--- src/rtl/core/assert_macros.svh ---
// Assertion helpers shared by the core modules.
// Each macro expects the module to have ports named clock and reset.
`ifndef ASSERT_MACROS_SVH
`define ASSERT_MACROS_SVH

// Check a property at every clock edge outside reset.
`define GMPS_ASSERT(label, prop, msg) \
   label: assert property (@(posedge clock) disable iff (reset) (prop)) else $error(msg);

// Check that a condition holds in the cycle after a trigger.
`define GMPS_ASSERT_NEXT(label, ante, cons, msg) \
   label: assert property (@(posedge clock) disable iff (reset) (ante) |=> (cons)) \
      else $error(msg);

`endif

--- src/rtl/core/gmps_pkg.sv ---
`timescale 1ns / 1ps
`default_nettype none
package gmps_pkg;

   localparam int MOTIF_LEN_DEF     = 16;
   localparam int MAX_SEQ_LEN_DEF   = 1024;
   localparam int MAX_SEQUENCES_DEF = 131072;

   localparam int IN_POS      = 16;
   localparam int MANT_W      = 22;
   localparam int EXP_W       = 10;
   localparam int WEIGHT_W    = 32;
   localparam int SCORE_W     = 22;
   localparam int RAND_W      = 16;
   localparam int CFG_W       = 11;
   localparam int POS_W       = 10;
   localparam int SEQ_LEN_RST = 1000;

   localparam logic [2:0] OP_CLEAR  = 3'd0;
   localparam logic [2:0] OP_ADD    = 3'd1;
   localparam logic [2:0] OP_REMOVE = 3'd2;
   localparam logic [2:0] OP_BASE   = 3'd3;
   localparam logic [2:0] OP_SCORE  = 3'd4;

   localparam logic [2:0] BASE_OTHER = 3'd4;

   localparam logic KIND_WINDOW = 1'b0;
   localparam logic KIND_SCORE  = 1'b1;

   typedef struct packed {
      logic latch;
      logic clear;
      logic add;
      logic remove;
      logic store;
      logic score_vec;
      logic score_acc;
      logic w_init;
      logic w_mul;
      logic w_norm;
      logic w_acc;
      logic p_init;
      logic p_add;
      logic p_cmp;
      logic o_init;
      logic o_cap;
      logic out_load;
   } gmps_cmd_type;

   typedef struct packed {
      logic [2:0] op;
      logic       last;
      logic       j_last;
      logic       o_last;
      logic       win_last;
      logic       ge;
      logic       out_free;
   } gmps_sts_type;

endpackage
`default_nettype wire

--- src/rtl/core/gmps_ctrl.sv ---
`timescale 1ns / 1ps
`default_nettype none
`include "assert_macros.svh"
module gmps_ctrl (
   input  logic                   clock,
   input  logic                   reset,
   input  logic                   req_valid,
   output logic                   req_ready,
   input  gmps_pkg::gmps_sts_type sts,
   output gmps_pkg::gmps_cmd_type cmd
);
   import gmps_pkg::*;

   typedef enum logic [15:0] {
      S_IDLE   = 16'h0001,
      S_EXEC   = 16'h0002,
      S_SCORE  = 16'h0004,
      S_W_INIT = 16'h0008,
      S_W_RD   = 16'h0010,
      S_W_MUL  = 16'h0020,
      S_W_NORM = 16'h0040,
      S_W_ACC  = 16'h0080,
      S_P_INIT = 16'h0100,
      S_P_RD   = 16'h0200,
      S_P_ADD  = 16'h0400,
      S_P_CMP  = 16'h0800,
      S_O_INIT = 16'h1000,
      S_O_RD   = 16'h2000,
      S_O_CAP  = 16'h4000,
      S_OUT    = 16'h8000
   } state_type;

   state_type state_ff, state_in;

   always_comb begin
      state_in  = state_ff;
      cmd       = '0;
      req_ready = 1'b0;
      case (state_ff)
         S_IDLE: begin
            req_ready = 1'b1;
            if (req_valid) begin
               cmd.latch = 1'b1;
               state_in  = S_EXEC;
            end
         end
         S_EXEC: begin
            state_in = S_IDLE;
            case (sts.op)
               OP_CLEAR:  cmd.clear  = 1'b1;
               OP_ADD:    cmd.add    = 1'b1;
               OP_REMOVE: cmd.remove = 1'b1;
               OP_BASE: begin
                  cmd.store = 1'b1;
                  if (sts.last) state_in = S_W_INIT;
               end
               OP_SCORE: begin
                  cmd.score_vec = 1'b1;
                  state_in      = S_SCORE;
               end
               default: state_in = S_IDLE;
            endcase
         end
         S_SCORE: begin
            cmd.score_acc = 1'b1;
            state_in      = sts.last ? S_OUT : S_IDLE;
         end
         S_W_INIT: begin
            cmd.w_init = 1'b1;
            state_in   = S_W_RD;
         end
         S_W_RD:  state_in = S_W_MUL;
         S_W_MUL: begin
            cmd.w_mul = 1'b1;
            state_in  = S_W_NORM;
         end
         S_W_NORM: begin
            cmd.w_norm = 1'b1;
            state_in   = sts.j_last ? S_W_ACC : S_W_RD;
         end
         S_W_ACC: begin
            cmd.w_acc = 1'b1;
            state_in  = sts.win_last ? S_P_INIT : S_W_RD;
         end
         S_P_INIT: begin
            cmd.p_init = 1'b1;
            state_in   = S_P_RD;
         end
         S_P_RD:  state_in = S_P_ADD;
         S_P_ADD: begin
            cmd.p_add = 1'b1;
            state_in  = S_P_CMP;
         end
         S_P_CMP: begin
            cmd.p_cmp = 1'b1;
            state_in  = (sts.ge || sts.win_last) ? S_O_INIT : S_P_RD;
         end
         S_O_INIT: begin
            cmd.o_init = 1'b1;
            state_in   = S_O_RD;
         end
         S_O_RD:  state_in = S_O_CAP;
         S_O_CAP: begin
            cmd.o_cap = 1'b1;
            state_in  = sts.o_last ? S_OUT : S_O_RD;
         end
         S_OUT: begin
            if (sts.out_free) begin
               cmd.out_load = 1'b1;
               state_in     = S_IDLE;
            end
         end
         default: state_in = S_IDLE;
      endcase
   end

   always_ff @(posedge clock) begin
      if (reset) begin
         state_ff <= S_IDLE;
      end else begin
         state_ff <= state_in;
      end
   end

   `GMPS_ASSERT(a_one_update, $onehot0({cmd.clear, cmd.add, cmd.remove, cmd.store, cmd.score_vec}), "more than one count update at once")
   `GMPS_ASSERT_NEXT(a_accept_exec, req_valid && req_ready, state_ff == S_EXEC, "accepted beat not executed")

endmodule
`default_nettype wire

--- config.mk ---
export PLATFORM = sky130hd
export DESIGN_NAME = gmps_ctrl
export DESIGN_NICKNAME = d
export VERILOG_FILES = /design/src/rtl/core/gmps_pkg.sv /design/src/rtl/core/gmps_ctrl.sv
export VERILOG_INCLUDE_DIRS = /design/src /design/src/rtl/core
export SDC_FILE = /design/constraint.sdc
export NUM_CORES = 1
export LEC_CHECK = 0
export BUFFER_PORTS_ARGS = -buffer_cell sky130_fd_sc_hd__buf_4
export CAP_MARGIN = 20
export CORE_ASPECT_RATIO = 1.1
export CORE_UTILIZATION = 52
export DETAILED_ROUTE_END_ITERATION = 12
export PLACE_DENSITY = 0.8
export SETUP_SLACK_MARGIN = 0.05
export SLEW_MARGIN = 20
export SYNTH_ARGS = -nofsm -noshare
export SYNTH_HDL_FRONTEND = slang
export SYNTH_SLANG_ARGS = --single-unit
--- constraint.sdc ---
create_clock -name clock -period 3.7 [get_ports clock]
set_input_delay 0.185 -clock clock [delete_from_list [all_inputs] [get_ports clock]]
set_output_delay 0.185 -clock clock [all_outputs]
set_load 0.01 [all_outputs]
==> flow_summary.toml <==
[grt]
grt_pass1_wl_um = 4750
grt_max_degree = 10
grt_overflow_total = 0
track_usage = 0.275
antenna_found_initial = 0
grt_pass1_vias = 1116

[timing]
relSlewSlack = 0.627
fin_crit_sh = 0.652
fmax_mhz = 415
min_period_ns = 2.41
setup_viol = 0
fin_skew_ns = 0.00639
slew_violations = 0
hold_viol = 0
tightest_slew_ns = 0.555
setup_tns_ns = 0
rsz0062_at_grt = "false"

[cts]
cts_buffers = 3
clk_pin_slew_worst_paths_ns = 0.10
h-tree-depth = 1
clock_latency_ns = 0.29
cts.sink_count = 16
postCtsSetupBuffers = 0
cts_root_buf = "clkbuf_4"
clockBufferDepth = 2
holdBufCountCts = 0
cts_tree = "built"
cts-resized-gates = 0

[power]
leakage_nw = 0.601
vdd_drop_max_v = 0.000248
p_per_area_mw_per_mm2 = 296

[placed_design]
dp.cells = 178
placed_area_sq_mm = 0.00131
gp_congestion = 0.883
port_buffers = 29
dp_hpwl_um = 2070

[route]
routed_wirelength_um = 2670
dr.pass1.iters = 4
first_iter_violations = 31
viasPerCell = 6.04
vias = 1099
wire_per_inst_um = 14.7
antenna_left = 0
remaining_drc_errors = 0

[layout]
largestRegisters = "state_ff: 16 flops"
diodes = 0
synthToLayoutAreaGrowth_pct = 24.8
fin_cells = 182
largest_reg_flops = 16
drive_gt1_frac = 0.277
post-route-util = 0.724
final_nets = 168
regMostFlops = "state_ff"
fin_area_sq_mm = 0.00135

[die]
num_io_pins = 30
die_area_sq_mm = 0.00226
start_util = 0.580
core-area_sq_mm = 0.00186
die_x_um = 45.5
rows = 16
die_h_um = 49.8

[run]
cap_violations = 0

[yosys]
syn_avg_cell_area_sq_um = 8.64
ys_warn_count = 0
synth_ff_type = "dfxtp_1"
ys_seq_area_frac = 0.297
synthArstFlopShare = 0
yosys-top-cells-area = "dfxtp_1 30%, nor2_1 5.6%, nor3b_1 4.9%, and3_1 4.6%, and4b_1 3.7%"
synthCells = 125
ys_ff_latch = 16
synth_common_cells = "16 x dfxtp_1, 16 x nor2_1, 8 x and3_1"
synth_edf_count = 0
ys_types = 42
synth_largest_area_cell = "dfxtp_1"
syn-num-nets = 137
syn-cell-area_sq_mm = 0.00108
yosysTopAreaCellShare = 0.297

[hold_path]
min_path_type = "input pin to register"
min_from = "reset"

[setup_path]
r2r_start = "state_ff[8]"
critPathArrivalTime_ns = 2.23
critPathMaxFanout = 8
startpoint = "state_ff[8]"
endpoint_kind = "primary output"
worstSetupPathType = "register to primary output"
startpoint_type = "register"
required_ns = 3.51

[status]
status = "finished clean"
-- cell families after synthesis --
family	share of synthesized area
compound gates	0.123
xor+xnor	0.0406
buf+inv	0.0394
flops	0.297
simple gates	0.501
-- final timing paths --
check / to / slack [ns] / cells past startpoint
setup / recovery: cmd[13] / 1.29 / 5
hold / removal: state_ff[1] / 0.11 / 2
setup reg to reg: state_ff[4] / 1.63 / 5
hold reg to reg: state_ff[14] / 0.60 / 2
-- critical path, cell delays in order (launching register included) --
cell and delay [ns]:
dfxtp_1 0.40, nor4_4 0.49, nand2_1 0.19, or4_1 0.54, nor3b_2 0.18, buf_4 0.14
-- report_power, final --
| part | internal [W] | switching (W) |
|---|---|---|
| Combinational | 0.0000467 | 0.0000510 |
| Sequential | 0.000177 | 0.00000760 |
| Clock | 0.0000599 | 0.0000569 |
| Total | 0.000283 | 0.000116 |
-- cell type report --
class                   count  area (sq um)
fillers                   162           514
repair buffers             29           218
flip-flops and latches     16           320
clock buffers               4          36.3
multi-input cells         100           717
well taps                  27          33.8
inverters                   6          22.5
-- layout by cell type (no fill, tap or decap), types with 4 or more instances in the layout --
cell type   n
inv_1       6
and3_1      8
and4b_1     4
nor3b_1     7
nor4_1      5
nand2_1     5
a21oi_1     4
dfxtp_1    16
nand3_1     5
buf_4      29
nor2_1     16
-- per-stage QoR --
step	setup slack (ns)	total power [W]	hold slack, ns
after floorplan	1.74	0.000250	0.257
after global placement	1.70	0.000284	0.419
after detailed placement	1.63	0.000285	0.415
after CTS	1.31	0.000400	0.102
after global routing	1.15	0.000422	0.112
final	1.29	0.000399	0.109
-- per-layer routing --
| layer | global-route usage | share of wire | wire length (um) | vias up |
|---|---|---|---|---|
| met3 | 0.0256 | 0.038 | 101 | 2 |
| met2 | 0.419 | 0.48 | 1280 | 28 |
| li1 | - | - | - | 538 |
| met4 | 0.106 | 0.0086 | 23 | 0 |
| met5 | 0 | 0 | 0 | - |
| met1 | 0.388 | 0.47 | 1270 | 531 |
No activity file was read; power rests on OpenSTA's default activity.
